`src/rtl/psm_pkg.sv`:
```
// shared types and constants of the partitioned multi-stack block
package psm_pkg;

  // fixed field widths
  localparam int CmdW     = 2;
  localparam int SelW     = 2;
  localparam int ValueW   = 32;
  localparam int StatusW  = 3;
  localparam int WordsW   = 5;
  localparam int StacksW  = 3;
  localparam int CountW   = 5;
  localparam int CfgIdxW  = 1;
  localparam int CfgDataW = 5;
  // address field wide enough for the deepest memory supported
  localparam int AddrMaxW = 12;

  // queue depths between the parts
  localparam int MidDepth = 2;
  localparam int OutDepth = 4;
  localparam int OutCntW  = $clog2(OutDepth + 1);

  typedef enum logic [CmdW-1:0] {
    CmdPush = 2'd0,
    CmdPop  = 2'd1,
    CmdDump = 2'd2,
    CmdNone = 2'd3
  } cmd_e;

  typedef enum logic [StatusW-1:0] {
    StPushed    = 3'd0,
    StPopped    = 3'd1,
    StOverflow  = 3'd2,
    StUnderflow = 3'd3,
    StEmpty     = 3'd4,
    StDumpElem  = 3'd5,
    StBadStack  = 3'd6
  } status_e;

  typedef enum logic [CfgIdxW-1:0] {
    CfgWordsUsed   = 1'b0,
    CfgStacksInUse = 1'b1
  } cfg_idx_e;

  typedef enum logic [1:0] {
    OpWrite  = 2'd0,
    OpRead   = 2'd1,
    OpDump   = 2'd2,
    OpReport = 2'd3
  } op_kind_e;

  // classified work handed from the front to the back
  typedef struct packed {
    op_kind_e              kind;
    status_e               status;
    logic [AddrMaxW-1:0]   addr;
    logic [ValueW-1:0]     value;
    logic [CountW-1:0]     count;
  } op_t;

  // one result transaction
  typedef struct packed {
    status_e             status;
    logic [ValueW-1:0]   data;
    logic                last;
  } result_t;

endpackage

```
`src/rtl/psm_fifo.sv`:
```
// small register queue used between the front, the back and the result port
module psm_fifo #(
  parameter type T     = logic,
  parameter int  Depth = 2
) (
  input  logic                        clk_i,
  input  logic                        rst_ni,
  input  logic                        push_i,
  input  T                            data_i,
  input  logic                        pop_i,
  output T                            data_o,
  output logic                        empty_o,
  output logic                        full_o,
  output logic [$clog2(Depth+1)-1:0]  count_o
);

  localparam int PtrW = $clog2(Depth);
  localparam int CntW = $clog2(Depth + 1);

  T                slot_q [Depth];
  logic [PtrW-1:0] wr_ptr_q, wr_ptr_d;
  logic [PtrW-1:0] rd_ptr_q, rd_ptr_d;
  logic [CntW-1:0] cnt_q, cnt_d;
  logic            do_push, do_pop;

  assign do_push = push_i && !full_o;
  assign do_pop  = pop_i && !empty_o;

  // pointer and count update
  always_comb begin
    wr_ptr_d = wr_ptr_q;
    rd_ptr_d = rd_ptr_q;
    cnt_d    = cnt_q;
    if (do_push) begin
      wr_ptr_d = wr_ptr_q + PtrW'(1);
    end
    if (do_pop) begin
      rd_ptr_d = rd_ptr_q + PtrW'(1);
    end
    if (do_push && !do_pop) begin
      cnt_d = cnt_q + CntW'(1);
    end else if (do_pop && !do_push) begin
      cnt_d = cnt_q - CntW'(1);
    end
  end

  always_ff @(posedge clk_i or negedge rst_ni) begin
    if (!rst_ni) begin
      wr_ptr_q <= '0;
      rd_ptr_q <= '0;
      cnt_q    <= '0;
    end else begin
      wr_ptr_q <= wr_ptr_d;
      rd_ptr_q <= rd_ptr_d;
      cnt_q    <= cnt_d;
    end
  end

  // storage
  always_ff @(posedge clk_i) begin
    if (do_push) begin
      slot_q[wr_ptr_q] <= data_i;
    end
  end

  assign data_o  = slot_q[rd_ptr_q];
  assign empty_o = (cnt_q == '0);
  assign full_o  = (cnt_q == CntW'(Depth));
  assign count_o = cnt_q;

endmodule

```
`src/rtl/psm_front.sv`:
```
// front part: configuration, segment length divider, fill counts, classification
module psm_front #(
  parameter int MEM_DEPTH  = 16,
  parameter int MAX_STACKS = 4
) (
  input  logic                          clk_i,
  input  logic                          rst_ni,
  input  logic                          push_i,
  input  logic [psm_pkg::CmdW-1:0]      command_i,
  input  logic [psm_pkg::SelW-1:0]      stack_select_i,
  input  logic [psm_pkg::ValueW-1:0]    push_value_i,
  input  logic                          cfg_we_i,
  input  logic [psm_pkg::CfgIdxW-1:0]   cfg_idx_i,
  input  logic [psm_pkg::CfgDataW-1:0]  cfg_wdata_i,
  input  logic                          mid_full_i,
  output logic                          full_o,
  output logic                          op_valid_o,
  output psm_pkg::op_t                  op_o
);

  // only stacks that a select can reach need a fill count
  localparam int NumStk    = (MAX_STACKS < 4) ? MAX_STACKS : 4;
  localparam int FillIdxW  = (NumStk > 1) ? $clog2(NumStk) : 1;
  localparam int WordsRst  = (MEM_DEPTH < 16) ? MEM_DEPTH : 16;
  localparam int StacksRst = (MAX_STACKS < 4) ? MAX_STACKS : 4;
  localparam int SegRst    = WordsRst / StacksRst;
  localparam int WordsW    = psm_pkg::WordsW;
  localparam int StacksW   = psm_pkg::StacksW;
  localparam int CountW    = psm_pkg::CountW;

  logic [WordsW-1:0]   words_q;
  logic [StacksW-1:0]  stacks_q;
  logic [WordsW-1:0]   words_new;
  logic [StacksW-1:0]  stacks_new;

  // divider: quotient register doubles as the segment length
  logic                div_busy_q;
  logic [2:0]          div_cnt_q;
  logic [StacksW-1:0]  div_rem_q;
  logic [StacksW-1:0]  div_dvs_q;
  logic [WordsW-1:0]   seg_q;
  logic [StacksW:0]    div_trial;
  logic                div_bit;

  logic [CountW-1:0]   fill_q [NumStk];
  logic [FillIdxW-1:0] fidx;
  logic [CountW-1:0]   fill;
  logic                accept;
  logic                bad_stack;
  logic [6:0]          base;
  logic [7:0]          push_addr;
  logic [7:0]          pop_addr;
  logic                push_ok;
  psm_pkg::cmd_e       cmd;

  assign cmd = psm_pkg::cmd_e'(command_i);

  // clamp written register values into their legal ranges
  always_comb begin
    words_new  = cfg_wdata_i;
    stacks_new = cfg_wdata_i[StacksW-1:0];
    if (words_new == '0) begin
      words_new = WordsW'(1);
    end else if (32'(words_new) > MEM_DEPTH) begin
      words_new = WordsW'(MEM_DEPTH);
    end
    if (stacks_new == '0) begin
      stacks_new = StacksW'(1);
    end else if (32'(stacks_new) > MAX_STACKS) begin
      stacks_new = StacksW'(MAX_STACKS);
    end
  end

  // restoring divider step
  assign div_trial = {div_rem_q, seg_q[WordsW-1]};
  assign div_bit   = (div_trial >= {1'b0, div_dvs_q});

  // configuration registers and segment length
  always_ff @(posedge clk_i or negedge rst_ni) begin
    if (!rst_ni) begin
      words_q    <= WordsW'(WordsRst);
      stacks_q   <= StacksW'(StacksRst);
      div_busy_q <= 1'b0;
      div_cnt_q  <= '0;
      div_rem_q  <= '0;
      div_dvs_q  <= StacksW'(StacksRst);
      seg_q      <= WordsW'(SegRst);
    end else if (cfg_we_i && (cfg_idx_i == psm_pkg::CfgWordsUsed ||
                              cfg_idx_i == psm_pkg::CfgStacksInUse)) begin
      div_busy_q <= 1'b1;
      div_cnt_q  <= '0;
      div_rem_q  <= '0;
      if (cfg_idx_i == psm_pkg::CfgWordsUsed) begin
        words_q   <= words_new;
        seg_q     <= words_new;
        div_dvs_q <= stacks_q;
      end else begin
        stacks_q  <= stacks_new;
        seg_q     <= words_q;
        div_dvs_q <= stacks_new;
      end
    end else if (div_busy_q) begin
      div_rem_q <= div_bit ? StacksW'(div_trial - {1'b0, div_dvs_q})
                           : StacksW'(div_trial);
      seg_q     <= {seg_q[WordsW-2:0], div_bit};
      div_cnt_q <= div_cnt_q + 3'd1;
      if (div_cnt_q == 3'(WordsW - 1)) begin
        div_busy_q <= 1'b0;
      end
    end
  end

  // classification of the incoming transaction
  assign full_o    = div_busy_q || mid_full_i;
  assign accept    = push_i && !full_o;
  assign bad_stack = ({1'b0, stack_select_i} >= stacks_q) ||
                     (32'(stack_select_i) >= MAX_STACKS);
  assign fidx      = bad_stack ? '0 : stack_select_i[FillIdxW-1:0];
  assign fill      = fill_q[fidx];
  assign base      = 7'(stack_select_i) * 7'(seg_q);
  assign push_addr = 8'(base) + 8'(fill);
  assign pop_addr  = 8'(base) + 8'(fill) - 8'd1;
  assign push_ok   = (fill < seg_q) && (32'(push_addr) < MEM_DEPTH);

  always_comb begin
    op_o        = '0;
    op_o.value  = push_value_i;
    op_o.count  = fill;
    op_valid_o  = accept && (cmd != psm_pkg::CmdNone);
    if (bad_stack) begin
      op_o.kind   = psm_pkg::OpReport;
      op_o.status = psm_pkg::StBadStack;
    end else begin
      unique case (cmd)
        psm_pkg::CmdPush: begin
          op_o.addr   = psm_pkg::AddrMaxW'(push_addr);
          op_o.kind   = push_ok ? psm_pkg::OpWrite : psm_pkg::OpReport;
          op_o.status = push_ok ? psm_pkg::StPushed : psm_pkg::StOverflow;
        end
        psm_pkg::CmdPop: begin
          op_o.addr   = psm_pkg::AddrMaxW'(pop_addr);
          op_o.kind   = (fill != '0) ? psm_pkg::OpRead : psm_pkg::OpReport;
          op_o.status = (fill != '0) ? psm_pkg::StPopped : psm_pkg::StUnderflow;
        end
        psm_pkg::CmdDump: begin
          op_o.addr   = psm_pkg::AddrMaxW'(base);
          op_o.kind   = (fill != '0) ? psm_pkg::OpDump : psm_pkg::OpReport;
          op_o.status = (fill != '0) ? psm_pkg::StDumpElem : psm_pkg::StEmpty;
        end
        default: begin
          op_o.kind   = psm_pkg::OpReport;
          op_o.status = psm_pkg::StBadStack;
        end
      endcase
    end
  end

  // fill counts, cleared on any repartition
  always_ff @(posedge clk_i or negedge rst_ni) begin
    if (!rst_ni) begin
      for (int i = 0; i < NumStk; i++) begin
        fill_q[i] <= '0;
      end
    end else if (cfg_we_i && (cfg_idx_i == psm_pkg::CfgWordsUsed ||
                              cfg_idx_i == psm_pkg::CfgStacksInUse)) begin
      for (int i = 0; i < NumStk; i++) begin
        fill_q[i] <= '0;
      end
    end else if (op_valid_o && op_o.kind == psm_pkg::OpWrite) begin
      fill_q[fidx] <= fill + CountW'(1);
    end else if (op_valid_o && op_o.kind == psm_pkg::OpRead) begin
      fill_q[fidx] <= fill - CountW'(1);
    end
  end

endmodule

```
`src/rtl/psm_back.sv`:
```
// back part: stack memory, dump sequencing and result staging
module psm_back #(
  parameter int MEM_DEPTH  = 16,
  parameter int DATA_WIDTH = 32
) (
  input  logic                         clk_i,
  input  logic                         rst_ni,
  input  logic                         mid_empty_i,
  input  psm_pkg::op_t                 op_i,
  output logic                         mid_pop_o,
  input  logic [psm_pkg::OutCntW-1:0]  out_count_i,
  output logic                         res_valid_o,
  output psm_pkg::result_t             res_o
);

  localparam int AW     = (MEM_DEPTH > 1) ? $clog2(MEM_DEPTH) : 1;
  localparam int WordW  = (DATA_WIDTH < 32) ? DATA_WIDTH : 32;
  localparam int CountW = psm_pkg::CountW;

  logic [WordW-1:0]   mem_q [MEM_DEPTH];
  logic [WordW-1:0]   rdata_q;

  logic               dump_busy_q;
  logic [AW-1:0]      dump_addr_q;
  logic [CountW-1:0]  dump_left_q;

  logic               resp_valid_q;
  logic               resp_rd_q;
  psm_pkg::result_t   resp_q;

  logic               room;
  logic               rd_en;
  logic               wr_en;
  logic [AW-1:0]      op_addr;
  logic [AW-1:0]      rd_addr;
  logic               issue;
  logic               resp_rd_d;
  psm_pkg::result_t   resp_d;

  // issue only if the result queue can take everything in flight
  assign room      = (32'(out_count_i) + 32'(resp_valid_q)) < psm_pkg::OutDepth;
  assign mid_pop_o = room && !dump_busy_q && !mid_empty_i;
  assign issue     = room && (dump_busy_q || !mid_empty_i);
  assign op_addr   = AW'(op_i.addr);

  // decode of the transaction being carried out this cycle
  always_comb begin
    rd_en       = 1'b0;
    wr_en       = 1'b0;
    rd_addr     = op_addr;
    resp_rd_d   = 1'b0;
    resp_d      = '0;
    resp_d.last = 1'b1;
    if (dump_busy_q) begin
      rd_en         = 1'b1;
      rd_addr       = dump_addr_q;
      resp_rd_d     = 1'b1;
      resp_d.status = psm_pkg::StDumpElem;
      resp_d.last   = (dump_left_q == CountW'(1));
    end else begin
      resp_d.status = op_i.status;
      unique case (op_i.kind)
        psm_pkg::OpWrite: begin
          wr_en       = 1'b1;
          resp_d.data = psm_pkg::ValueW'(op_i.value[WordW-1:0]);
        end
        psm_pkg::OpRead: begin
          rd_en     = 1'b1;
          resp_rd_d = 1'b1;
        end
        psm_pkg::OpDump: begin
          rd_en       = 1'b1;
          resp_rd_d   = 1'b1;
          resp_d.last = (op_i.count == CountW'(1));
        end
        default: begin
          resp_d.data = '0;
        end
      endcase
    end
  end

  // dump sequencer and result stage
  always_ff @(posedge clk_i or negedge rst_ni) begin
    if (!rst_ni) begin
      dump_busy_q  <= 1'b0;
      dump_addr_q  <= '0;
      dump_left_q  <= '0;
      resp_valid_q <= 1'b0;
      resp_rd_q    <= 1'b0;
      resp_q       <= '0;
    end else begin
      resp_valid_q <= issue;
      if (issue) begin
        resp_rd_q <= resp_rd_d;
        resp_q    <= resp_d;
        if (dump_busy_q) begin
          dump_addr_q <= dump_addr_q + AW'(1);
          dump_left_q <= dump_left_q - CountW'(1);
          if (dump_left_q == CountW'(1)) begin
            dump_busy_q <= 1'b0;
          end
        end else if (op_i.kind == psm_pkg::OpDump && op_i.count != CountW'(1)) begin
          dump_busy_q <= 1'b1;
          dump_addr_q <= op_addr + AW'(1);
          dump_left_q <= op_i.count - CountW'(1);
        end
      end
    end
  end

  // stack memory, one access per cycle
  always_ff @(posedge clk_i) begin
    if (issue && wr_en) begin
      mem_q[op_addr] <= op_i.value[WordW-1:0];
    end
    if (issue && rd_en) begin
      rdata_q <= mem_q[rd_addr];
    end
  end

  // merge read data into the staged result
  always_comb begin
    res_o = resp_q;
    if (resp_rd_q) begin
      res_o.data = psm_pkg::ValueW'(rdata_q);
    end
  end
  assign res_valid_o = resp_valid_q;

endmodule

```
`src/rtl/partitioned_multi_stack_top.sv`:
```
// top level of the partitioned multi-stack block
//
// Several stacks share one word memory cut into equal segments. Items come
// in on a queue-style port: a transaction is taken when push is high and
// full is low. Results leave the same way: the oldest result sits on
// status_o/data_value_o/last_o while empty is low and is taken with pop.
// Push, pop and error items give one result each, with last_o high; a dump
// gives one result per stored word, bottom to top, last_o on the final one.
// The first result passes through the middle queue, the back part's result
// stage and the result queue before it shows on the result ports.
// Push, pop and error items sustain one per cycle while full is low and the
// receiver keeps popping; a dump holds the memory port for one read per
// stored word, and new items queue in front of it until the two-entry
// middle queue fills and full rises. A configuration write empties all
// stacks and starts the segment length divide, during which full stays high.
// Reset empties every stack, loads the default configuration and clears
// all queues. When the receiver stops popping, the four-entry result queue
// fills, the back part stops issuing and full rises soon after.
module partitioned_multi_stack_top #(
  parameter int MEM_DEPTH  = 16,
  parameter int MAX_STACKS = 4,
  parameter int DATA_WIDTH = 32
) (
  input  logic                                 clk_i,
  input  logic                                 rst_ni,
  input  logic                                 push,
  output logic                                 full,
  input  logic [psm_pkg::CmdW-1:0]             command_i,
  input  logic [psm_pkg::SelW-1:0]             stack_select_i,
  input  logic signed [psm_pkg::ValueW-1:0]    push_value_i,
  output logic                                 empty,
  input  logic                                 pop,
  output logic [psm_pkg::StatusW-1:0]          status_o,
  output logic signed [psm_pkg::ValueW-1:0]    data_value_o,
  output logic                                 last_o,
  input  logic                                 cfg_we_i,
  input  logic [psm_pkg::CfgIdxW-1:0]          cfg_idx_i,
  input  logic [psm_pkg::CfgDataW-1:0]         cfg_wdata_i
);

  localparam int MidCntW = $clog2(psm_pkg::MidDepth + 1);

  logic                         op_valid;
  psm_pkg::op_t                 op_front;
  psm_pkg::op_t                 op_back;
  logic                         mid_full;
  logic                         mid_empty;
  logic                         mid_pop;
  logic [MidCntW-1:0]           mid_count;
  logic                         res_valid;
  psm_pkg::result_t             res_back;
  psm_pkg::result_t             res_head;
  logic                         out_full;
  logic [psm_pkg::OutCntW-1:0]  out_count;

  psm_front #(
    .MEM_DEPTH  (MEM_DEPTH),
    .MAX_STACKS (MAX_STACKS)
  ) u_front (
    .clk_i          (clk_i),
    .rst_ni         (rst_ni),
    .push_i         (push),
    .command_i      (command_i),
    .stack_select_i (stack_select_i),
    .push_value_i   (push_value_i),
    .cfg_we_i       (cfg_we_i),
    .cfg_idx_i      (cfg_idx_i),
    .cfg_wdata_i    (cfg_wdata_i),
    .mid_full_i     (mid_full),
    .full_o         (full),
    .op_valid_o     (op_valid),
    .op_o           (op_front)
  );

  // queue between classification and execution
  psm_fifo #(
    .T     (psm_pkg::op_t),
    .Depth (psm_pkg::MidDepth)
  ) u_mid_fifo (
    .clk_i   (clk_i),
    .rst_ni  (rst_ni),
    .push_i  (op_valid),
    .data_i  (op_front),
    .pop_i   (mid_pop),
    .data_o  (op_back),
    .empty_o (mid_empty),
    .full_o  (mid_full),
    .count_o (mid_count)
  );

  psm_back #(
    .MEM_DEPTH  (MEM_DEPTH),
    .DATA_WIDTH (DATA_WIDTH)
  ) u_back (
    .clk_i       (clk_i),
    .rst_ni      (rst_ni),
    .mid_empty_i (mid_empty || (mid_count == '0)),
    .op_i        (op_back),
    .mid_pop_o   (mid_pop),
    .out_count_i (out_count),
    .res_valid_o (res_valid),
    .res_o       (res_back)
  );

  // result queue toward the receiver
  psm_fifo #(
    .T     (psm_pkg::result_t),
    .Depth (psm_pkg::OutDepth)
  ) u_out_fifo (
    .clk_i   (clk_i),
    .rst_ni  (rst_ni),
    .push_i  (res_valid && !out_full),
    .data_i  (res_back),
    .pop_i   (pop),
    .data_o  (res_head),
    .empty_o (empty),
    .full_o  (out_full),
    .count_o (out_count)
  );

  assign status_o     = res_head.status;
  assign data_value_o = res_head.data;
  assign last_o       = res_head.last;

endmodule

```
`config.mk`:
```
export PLATFORM = sky130hd
export DESIGN_NAME = partitioned_multi_stack_top
export DESIGN_NICKNAME = d
export VERILOG_FILES = /design/src/rtl/psm_pkg.sv /design/src/rtl/psm_fifo.sv /design/src/rtl/psm_front.sv /design/src/rtl/psm_back.sv /design/src/rtl/partitioned_multi_stack_top.sv
export SDC_FILE = /design/constraint.sdc
export NUM_CORES = 1
export LEC_CHECK = 0
export ABC_AREA = 1
export BUFFER_PORTS_ARGS = -buffer_cell sky130_fd_sc_hd__buf_2
export CAP_MARGIN = 25
export CORE_ASPECT_RATIO = 1.2
export CORE_MARGIN = 2
export CORE_UTILIZATION = 40
export DETAILED_ROUTE_END_ITERATION = 7
export MAX_ROUTING_LAYER = met4
export PLACE_DENSITY_LB_ADDON = 0.05
export SETUP_SLACK_MARGIN = 0.2
export SLEW_MARGIN = 0
export SYNTH_ARGS = -nofsm -noshare
export SYNTH_HDL_FRONTEND = slang
export SYNTH_HIERARCHICAL = 1
export SYNTH_SLANG_ARGS = --single-unit
```
`constraint.sdc`:
```
create_clock -name clk_i -period 12.1 [get_ports clk_i]
set_input_delay 1.21 -clock clk_i [delete_from_list [all_inputs] [get_ports clk_i]]
set_output_delay 1.21 -clock clk_i [all_outputs]
set_load 0.005 [all_outputs]
```
==> results of run 1 <==
tightest hold or removal path, delay by kind of cell, from the launching register on:
family	cells	cell delay, ns
AND/OR/NAND/NOR	2	0.11
flip-flops	1	0.33
cell usage in the layout (no fill, tap or decap), types with 4 or more instances in the layout:
cell and instances:
xnor2_1 8, buf_4 47, clkbuf_1 23, nand3_2 5, inv_2 7, nor2_4 23
edfxtp_1 780, o21ai_0 93, buf_2 83, clkinv_1 9, nand2_1 837, clkbuf_16 97
clkinv_2 21, dfrtp_1 94, o21bai_2 4, nor2_2 10, bufinv_16 7, inv_1 674
nand3b_1 66, clkbuf_8 12, ha_1 35, nand4_1 13, xor2_1 7, nand2_4 7
a31oi_1 4, nor2_1 41, nand2_2 13, o221ai_1 4, o211ai_1 74, clkbuf_4 7
a21oi_1 15, nand3_1 667
per-stage QoR:
step	util	setup WS (ns)	power, mW	instance area [sq um]	hold slack (ns)
after floorplan	-	7.28	6.73	39400	0.442
after global placement	0.416	6.50	8.07	40800	0.457
after detailed placement	0.416	6.33	8.16	40800	0.463
after CTS	0.448	7.06	11.1	43900	0.477
after global routing	0.449	6.54	11.6	44000	0.513
final	0.449	7.00	11.0	44000	0.480
power groups by stage:
stage	clock network [mW]	registers [mW]	logic (mW)
global route	3.09	4.19	4.37
detailed placement	0	4.22	3.94
floorplan	0	4.14	2.59
finish	2.88	4.15	3.92
global placement	0	4.21	3.86
CTS	2.97	4.16	3.95
final cells by class:
cell class | count | share of cell area
antenna | 2 | 0.000114
clock buffer | 132 | 0.0609
clock inverter | 43 | 0.00950
inverter | 684 | 0.0585
multi-input combinational | 1963 | 0.225
sequential | 879 | 0.589
tap | 1280 | 0.0364
timing repair buffer | 140 | 0.0204
final timing paths:
kind / startpoint / endpoint / slack (ns) / depth (start not counted)
hold reg to reg: u_back/dump_addr_q[3]$_DFFE_PN0P_ / u_back/dump_addr_q[3]$_DFFE_PN0P_ / 0.48 / 2
setup / recovery: stack_select_i[0] / u_front/fill_q[13]$_DFFE_PN0P_ / 7.00 / 25
max in group asynchronous: rst_ni / u_back/resp_rd_q$_DFFE_PN0P_ / 10.06 / 2
min in group asynchronous: rst_ni / u_front/seg_q[1]$_DFFE_PN0P_ / 0.58 / 1
hold / removal: u_back/dump_addr_q[3]$_DFFE_PN0P_ / u_back/dump_addr_q[3]$_DFFE_PN0P_ / 0.48 / 2
setup reg to reg: u_front/div_dvs_q[1]$_DFFE_PN0P_ / u_front/fill_q[13]$_DFFE_PN0P_ / 7.46 / 24
routing by layer:
layer	vias up	track usage	routed length (um)
li1	12400	-	-
met1	12600	0.272	45600
met2	699	0.372	53000
met3	162	0.0338	5570
met4	0	0.0572	2410
met5	-	-	0
sequential cells by signal, indices dropped and copies added, names as in the netlist, 3 cells and up:
signal and flops:
u_out_fifo/count_o 3, u_front/div_rem_q 3, u_front/fill_q 20, u_back/dump_left_q 5
u_back/rdata_q 32, u_front/div_cnt_q 3, u_front/words_q 5, u_back/resp_q 32
u_mid_fifo/slot_q 92, u_front/div_dvs_q 3, u_back/dump_addr_q 4, u_out_fifo/slot_q 144
u_back/res_o 4, u_back/mem_q 512, u_front/seg_q 5
==> results.md, run 1 <==
* Status: finished, final reports clean
* Seq pwr share at 0.379
* Clk slew on worst S/H paths at 0.06 ns
* Die Y at 348 um
* Clk_skew at 0.0281 ns
* GRT Total Usage at 0.218
* Vias in the first global route at 25700
* Max Cap Viol at 0
* Post-CTS resize count at 0
* Delay-heaviest family, CP: simple AND/OR/NAND/NOR gates
* Antenna-violating nets left at 0
* Multi-input gate area at 9910 sq um
* Layout cells sized above 1 at 0.0976
* Final setup viols at 0
* Hold buffers post-CTS at 0
* Synth Cell Area at between 30000 and 40000 sq um
* I/O pin count at 85
* Worst path max stage delay at 0.62 ns
* Synth Instances at approximately 3700
* Htree depth at 3
* CP bufs+invs at 6
* WL/cell at 20.8 um
* Fin cells at 5123
* Pint at 6.73 mW
* YS warnings at 6
* Fillers at 9190
* Average size of a mapped cell at 10.5 sq um
* Comb power frac at 0.358
* Setup CP Type: primary input to flop
* Worst-Margin Slew at around 1.1 ns
* Clock Latency Late Sink at 0.66 ns
* GRT overflow at 0
* Hold Vio Cnt, Final at 0
* CP Data Required Time at roughly 13 ns
* Post-Syn Nets at 3831
* Critical-path top delay cell: a221oi_1
* Drt first pass iters at 5
* Core area at 98100 sq um
* CTS root buf: clkbuf_16
* Switch share at 0.386
* P_sw at between 4 and 5 mW
* Nets@finish at between 3000 and 4000
* DR vias/cell at a little over 5
* VDD IR max at about 0.00030 V
* Crit path time final at 5.10 ns
* Final number of max-transition violations at 0
* Final GP Congestion at 0.817
* Max Clock Freq at between 150 and 200 MHz
* Worst setup EP type: flop
* LEAKAGE at 18.5 nW
* DIE WIDTH at 291 um
* Layout area overhead at 11.6%
* First-pass GRT wire length at ~160000 um
* Largest net degree at the start of global routing at 168
* Cell Rows at 126
* Via count at 25900
* DRC Markers at 0
* Initial core utilization at 0.402
* Post-Place Cells at roughly 4900
* Clk pwr share at 0.263
* Port buffer count at 84
* Setup Buffers After CTS at 0
* Rel. slew slack at 0.235
* Routed WL at 107000 um
* Arrival time worst endpoint at 5.65 ns
* Pwr Density at roughly 250 nW/um^2
* Die area at 101000 sq um
* Hold Path Class: flop to flop
* Setup_tns at 0 ns
* CP max FO at 17
* Initial antenna violation count at 3
* Register Area at 25900 sq um
* Total clock sinks at 879
* Period utilization at 0.422
* Setup crit start kind: primary input
* Clk buf depth at 3
* Detailed placer's ending HPWL at a little under 60000 um
* RSZ-0062 raised after global routing: false
* CTS tree: yes
* Num CTS Buffers at 94
* Detailed Route Iter0 Violations at 1802
(Power assumes the default switching activity.)
==> run 2: changes to the inputs <==
ABC_AREA = 0   (was 1)
clock period = 4.78 ns   (was 12.1 ns; I/O delays follow)
==> run 2 against run 1 <==
Non-clock buffer count grew 42; largest cell class unchanged; synthesized cell count shrank 44%; register-to-register slack lost 7.0 ns; wire length shrank 18%; clock power grew 140%; area after synthesis shrank 8.8%; sequential power grew 150%; clock skew shrank 0.0075 ns.
==> results.md, run 2 <==
* First-pass GRT wire length at 129000 um (-20%)
* FF-to-FF Start: u_front/div_dvs_q[1]$_DFFE_PN0P_
* Setup crit start kind: flop
* CTS root buf: clkbuf_16
* GRT Total Usage at 0.196 (-0.0224)
* CP Data Required Time at 5.27 ns (-7.38 ns)
* CTS tree: yes
* RR Endpoint: u_front/fill_q[11]$_DFFE_PN0P_
* Setup_tns at 0 ns (unchanged)
* I/O pin count at 85 (unchanged)
* Antenna-violating nets left at 0 (unchanged)
* Max Clock Freq at 232 MHz
* Max FFs per register at 512 (unchanged)
* Worst-Margin Slew at 0.937 ns (-0.198 ns)
* Layout cells sized above 1 at 0.203 (+0.106)
* Final GP Congestion at 0.796 (-2.5%)
* Crit path from: u_front/div_dvs_q[1]$_DFFE_PN0P_
* Worst setup EP type: flop
* Most frequent cells in the layout: edfxtp_1 (780), mux2i_1 (271), o22ai_1 (129)
* Worst Setup EP: u_front/fill_q[11]$_DFFE_PN0P_
* Pwr Density at 590 nW/um^2 (+140%)
* Period utilization at 0.901
* Core area at 89200 sq um (-9.0%)
* Clk slew on worst S/H paths at 0.06 ns (about the same)
* Setup ws final at 0.473 ns (-6.53 ns)
* Initial core utilization at 0.403 (+0.000935)
* Average size of a mapped cell at 17.3 sq um (+64%)
* Largest net degree at the start of global routing at 68 (-60%)
* Crit path time final at 4.31 ns
* Routed WL at 86900 um (-18%)
* VDD IR max at 0.000329 V (+8.2%)
* Synth Instances at 2081 (-44%)
* Rel. slew slack at 0.373 (+0.137)
* Register Area at 25900 sq um (about the same)
* Cell Rows at 120 (-4.8%)
* DRC Markers at 0 (unchanged)
* Vias in the first global route at 19200 (-25%)
* LEAKAGE at 14.8 nW (-20%)
* Num CTS Buffers at 89 (-5.3%)
* Post-Route M1 WL at 37900 um (-17%)
* Via count at 18600 (-28%)
* RSZ-0062 raised after global routing: false
* Worst Reg-to-Reg Cells at 19 (-21%)
* DIE WIDTH at 278 um (-4.5%)
* Drt first pass iters at 5 (unchanged)
* Most common cell after layout, fill and taps aside: edfxtp_1
* Clk_skew at 0.0207 ns (-0.00749 ns)
* Synth Cell Area at 35900 sq um (-8.8%)
* Total clock sinks at 879 (unchanged)
* Status: finished, final reports clean
* Clock Latency Late Sink at 0.66 ns (about the same)
* Final setup viols at 0 (unchanged)
* YS warnings at 6 (unchanged)
* Htree depth at 3 (unchanged)
* Hold Vio Cnt, Final at 0 (unchanged)
* Final number of max-transition violations at 0 (unchanged)
* GRT overflow at 0 (unchanged)
* Die area at 92200 sq um (-8.7%)
* WL met2 at 44400 um (-16%)
* Layout area overhead at 14.6%
* Initial antenna violation count at 2 (-1)
* Hold Path Class: primary input to flop
* Uppermost layer routed: met4
* Top flop regs: u_back/mem_q: 512 flops, u_out_fifo/slot_q: 144 flops, u_mid_fifo/slot_q: 92 flops
* Nets@finish at 2300 (-40%)
* Post-Syn Nets at 2166 (-43%)
* Detailed placer's ending HPWL at 50500 um (-15%)
* Multi-input gate area at 9170 sq um (-7.4%)
* Routed wl met3 at 3190 um (-43%)
* Max Cap Viol at 0 (unchanged)
* CP max FO at 9 (-8)
* WL/cell at 25.2 um (+21%)
* Setup CP Type: flop to flop
* Port buffer count at 84 (unchanged)
* DP Worst Slack at 0.0993 ns (-6.23 ns)
* Detailed Route Iter0 Violations at 1235 (-31%)
* Arrival time worst endpoint at 4.80 ns (-0.85 ns)
* R2R Setup Slk at 0.47 ns (-6.99 ns)
* Fillers at 7717 (-16%)
* DR vias/cell at 5.40 (+6.7%)
* Die Y at 332 um (-4.5%)
* Top reg by flops: u_back/mem_q
* Clk buf depth at 3 (unchanged)
-- run 2: cell type report --
class                      instances  share of cell area
clock inverter                    49              0.0121
sequential                       879               0.630
tap                             1159              0.0352
antenna                            1           0.0000608
clock buffer                     114              0.0584
inverter                          46             0.00420
multi-input combinational       1017               0.223
timing repair buffer             182              0.0376
-- run 2: timing repair --
item                                    in CTS  in global routing
buffers inserted                             0                  1
hold endpoints to repair                    94                  0
gates resized for setup                      0                  3
hold buffers                                32                  0
endpoints found under the setup margin       0                  8
-- run 2: worst min path at each step --
stage / slack, ns / to / startpoint / depth (start not counted)
floorplan: 0.18 / u_back/dump_addr_q[0]$_DFFE_PN0P_ / rst_ni / 0
global placement: 0.47 / u_front/words_q[3]$_DFFE_PN0P_ / u_front/words_q[3]$_DFFE_PN0P_ / 2
detailed placement: 0.47 / u_front/words_q[0]$_DFFE_PN0P_ / u_front/words_q[0]$_DFFE_PN0P_ / 2
CTS: 0.04 / u_mid_fifo/slot_q[1][23]$_DFFE_PP_ / push_value_i[18] / 1
global route: 0.04 / u_mid_fifo/slot_q[0][23]$_DFFE_PP_ / push_value_i[18] / 1
finish: 0.06 / u_mid_fifo/slot_q[1][23]$_DFFE_PP_ / push_value_i[18] / 1
-- run 2: worst max-delay path: stages, from the launching register on --
cell and delay [ns]:
dfrtp_1 0.40, inv_1 0.09, ha_1 0.25, o21bai_2 0.15, or2_1 0.24, nand3_1 0.09
a21oi_1 0.08, a221oi_2 0.23, inv_1 0.12, ha_1 0.37, a21o_1 0.23, a21oi_1 0.13
o21ai_0 0.13, or3_1 0.37, a211oi_4 0.29, o21ai_4 0.16, a2111oi_4 0.36, buf_4 0.21
mux2i_1 0.18, nor2_1 0.05
-- run 2: routing by layer --
layer	GRT usage	vias to the layer above
li1	-	8430
met1	0.251	9739
met2	0.330	347
met3	0.0274	98
met4	0.0462	0
met5	-	-
-- run 2: metrics by stage --
step / cells / util / hold slack, ns / power [mW] / area [sq um]
floorplan: 2081 / - / 0.182 / 15.2 / 35900
global placement: 3243 / 0.423 / 0.465 / 17.5 / 37800
detailed placement: 3249 / 0.425 / 0.473 / 17.7 / 37900
CTS: 3444 / 0.461 / 0.0351 / 24.7 / 41100
global route: 3446 / 0.461 / 0.0362 / 25.5 / 41200
finish: 3447 / 0.461 / 0.0587 / 24.3 / 41200
-- run 2: power by group --
part	leakage [nW]	internal [mW]	switching (mW)
logic	4.98	2.88	4.22
registers	8.35	9.86	0.412
clock network	1.42	4.04	2.89
==> run 3: changes to the inputs <==
CORE_UTILIZATION = 35   (was 40)
==> run 3 against run 2 <==
Cell area increased by 0.65%; fmax shrank 0.21%; sequential share of layout area fell by 0.41 points; combinational power grew 1%; non-clock buffer count grew 3; setup slack worse by 0.0089 ns; total power increased by 0.87%; clock skew increased by 0.0020 ns; via count down 0.70%; register-to-register slack about the same; critical path type unchanged.
==> results.md, run 3 (synthesized netlist as in run 2, its figures left out) <==
* Port buffer count at 84 (unchanged)
* Setup crit start kind: flop
* Worst path max stage delay at 0.39 ns (about the same)
* P_sw at 7.67 mW (+1.9%)
* Worst-Margin Slew at 0.993 ns (+0.0561 ns)
* Seq pwr share at 0.421 (-0.002)
* Pwr Density at 592 nW/um^2 (+0.21%)
* Final GP Congestion at 0.779 (-2.1%)
* Most common cell after layout, fill and taps aside: edfxtp_1
* Clock Latency Late Sink at 0.65 ns (about the same)
* First-pass GRT wire length at 131000 um (+1.5%)
* Final setup viols at 0 (unchanged)
* Crit path time final at 4.32 ns (+0.00892 ns)
* Initial antenna violation count at 6 (+4)
* DR vias/cell at 5.03 (-6.8%)
* Routed WL at 90300 um (+3.9%)
* Die Y at 355 um (+6.8%)
* CP bufs+invs at 3 (unchanged)
* Multi-input gate area at 9210 sq um (+0.37%)
* Period utilization at 0.903 (+0.00187)
* Arrival time worst endpoint at 4.82 ns (+0.02 ns)
* Vias in the first global route at 19300 (+0.24%)
* CTS tree: yes
* Setup ws final at 0.464 ns (-0.00892 ns)
* Max FFs per register at 512 (unchanged)
* Cell Rows at 128 (+6.7%)
* Max Clock Freq at 232 MHz (-0.21%)
* Worst setup EP type: flop
* Comb power frac at 0.293 (about the same)
* Clk pwr share at 0.286 (about the same)
* LEAKAGE at 14.8 nW (+0.11%)
* Layout area overhead at 15.3%
* CTS root buf: clkbuf_16
* Beginning of the worst hold path: push_value_i[31]
* Clk_skew at 0.0227 ns (+0.00200 ns)
* Setup CP Type: flop to flop
* Nets@finish at 2311 (+0.48%)
* Via count at 18500 (-0.70%)
* Htree depth at 3 (unchanged)
* Drt first pass iters at 5 (unchanged)
* Register Area at 25900 sq um (about the same)
* Initial core utilization at 0.353 (-0.0496)
* Num CTS Buffers at 96 (+7.9%)
* I/O pin count at 85 (unchanged)
* Most frequent cells in the layout: edfxtp_1 (780), mux2i_1 (271), o22ai_1 (129)
* Antenna-violating nets left at 0 (unchanged)
* Status: finished, final reports clean
* Pint at 16.8 mW (+0.39%)
* VDD IR max at 0.000281 V (-15%)
* Critical-path top delay cell: dfrtp_1
* FF-to-FF Start: u_front/div_dvs_q[1]$_DFFE_PN0P_
* Rel. slew slack at 0.335 (-0.0376)
* Hold Path Class: primary input to flop
* Clk buf depth at 3 (unchanged)
* Detailed placer's ending HPWL at 52100 um (+3.3%)
* Top flop regs: u_back/mem_q: 512 flops, u_out_fifo/slot_q: 144 flops, u_mid_fifo/slot_q: 92 flops
* Layout cells sized above 1 at 0.206 (+0.00309)
* WL/cell at 24.6 um (-2.5%)
* Top reg by flops: u_back/mem_q
* Total clock sinks at 879 (unchanged)
* RSZ-0062 raised after global routing: false
* Clk slew on worst S/H paths at 0.06 ns (about the same)
* GRT Total Usage at 0.177 (-0.0184)
* DRC Markers at 0 (unchanged)
* Die area at 105000 sq um (+14%)
* GRT overflow at 0 (unchanged)
* CP max FO at 9 (unchanged)
* CP Data Required Time at 5.28 ns (about the same)
* Crit path from: u_front/div_dvs_q[1]$_DFFE_PN0P_
* Setup_tns at 0 ns (unchanged)
* CP cell instances: inv_1, ha_2, o21bai_2, or2_1, nand3_1, a21oi_1, a221oi_2, inv_1, ha_4, a21o_1, a21oi_1, o21ai_0, or3_1, a211oi_4, o21ai_4, a2111oi_4, buf_6, mux2i_1, nor2_1
* DP Worst Slack at 0.0698 ns (-0.0295 ns)
* Switch share at 0.313 (+0.00329)
* Design Power at 24.5 mW (+0.87%)
* Largest net degree at the start of global routing at 100 (+47%)
* Detailed Route Iter0 Violations at 1037 (-16%)
* Delay-heaviest family, CP: compound AO/OA/AOI/OAI gates
* DIE WIDTH at 296 um (+6.8%)
* Final number of max-transition violations at 0 (unchanged)
* Hold Vio Cnt, Final at 0 (unchanged)
* Max Cap Viol at 0 (unchanged)
* Core area at 102000 sq um (+14%)
* Fillers at 9215 (+19%)
run 3: cell types whose count changed in the layout (fill, tap and decap cells not counted), moves of 2 or more:
cell	previous run	this run
clkbuf_8	4	10
clkbuf_16	91	98
clkinv_1	18	13
buf_12	23	14
bufinv_16	9	3
buf_4	43	56
ha_1	35	33
clkbuf_1	19	38
clkinv_2	17	12
inv_6	3	1
run 3: worst reg2reg max path: stages, from the launching register on:
cell       delay (ns)
dfrtp_1          0.39
inv_1            0.09
ha_2             0.34
o21bai_2         0.11
or2_1            0.24
nand3_1          0.09
a21oi_1          0.08
a221oi_2         0.23
inv_1            0.15
ha_4             0.28
a21o_1           0.21
a21oi_1          0.15
o21ai_0          0.13
or3_1            0.38
a211oi_4         0.35
o21ai_4          0.16
a2111oi_4        0.38
buf_6            0.18
mux2i_1          0.19
nor2_1           0.05
run 3: cell type report:
type                    count  share of cell area
clock buffers             146              0.0660
flip-flops and latches    879               0.625
diodes                      2            0.000121
well taps                1365              0.0412
repair buffers            185              0.0347
inverters                  46             0.00417
clock inverters            32             0.00610
multi-input cells        1018               0.222
run 3: what timing repair did:
item	CTS	global route
buffers inserted	0	2
gates resized for setup	0	8
setup endpoints to repair	0	24
endpoints found under the hold margin	134	0
hold buffers	31	0
run 3: final timing paths:
kind,to,slack [ns],depth (start not counted)
max,u_front/fill_q[11]$_DFFE_PN0P_,0.46,19
min,u_mid_fifo/slot_q[0][36]$_DFFE_PP_,0.05,1
max reg2reg,u_front/fill_q[11]$_DFFE_PN0P_,0.46,19
min reg2reg,u_front/words_q[1]$_DFFE_PN0P_,0.48,2
max in group asynchronous,u_mid_fifo/rd_ptr_q$_DFFE_PN0P_,3.66,3
min in group asynchronous,u_back/resp_q[8]$_DFFE_PN0P_,0.47,3
run 3: power by group through the flow:
| stage | clock, mW | combinational [mW] | sequential [mW] |
|---|---|---|---|
| 3_3_place_gp | 0 | 7.11 | 10.5 |
| 5_1_grt | 7.55 | 7.80 | 10.4 |
| 3_5_place_dp | 0 | 7.29 | 10.5 |
| 2_1_floorplan | 0 | 5.01 | 10.2 |
| 6_report | 7.01 | 7.19 | 10.3 |
| 4_1_cts | 7.26 | 7.33 | 10.3 |
run 3: metrics by stage:
step,hold WS (ns),std cells,instance area [sq um],utilization
2_1_floorplan,0.182,2081,35900,-
3_3_place_gp,0.465,3455,38000,0.373
3_5_place_dp,0.471,3458,38000,0.374
4_1_cts,0.00979,3667,41300,0.406
5_1_grt,0.0212,3671,41400,0.407
6_report,0.0493,3673,41400,0.407
run 3: per-layer routing:
layer / global-route usage / part of all wire / vias up
met5: - / 0 / -
met4: 0.0391 / 0.015 / 0
met3: 0.0242 / 0.032 / 99
met2: 0.304 / 0.51 / 284
met1: 0.224 / 0.44 / 9633
li1: - / - / 8468
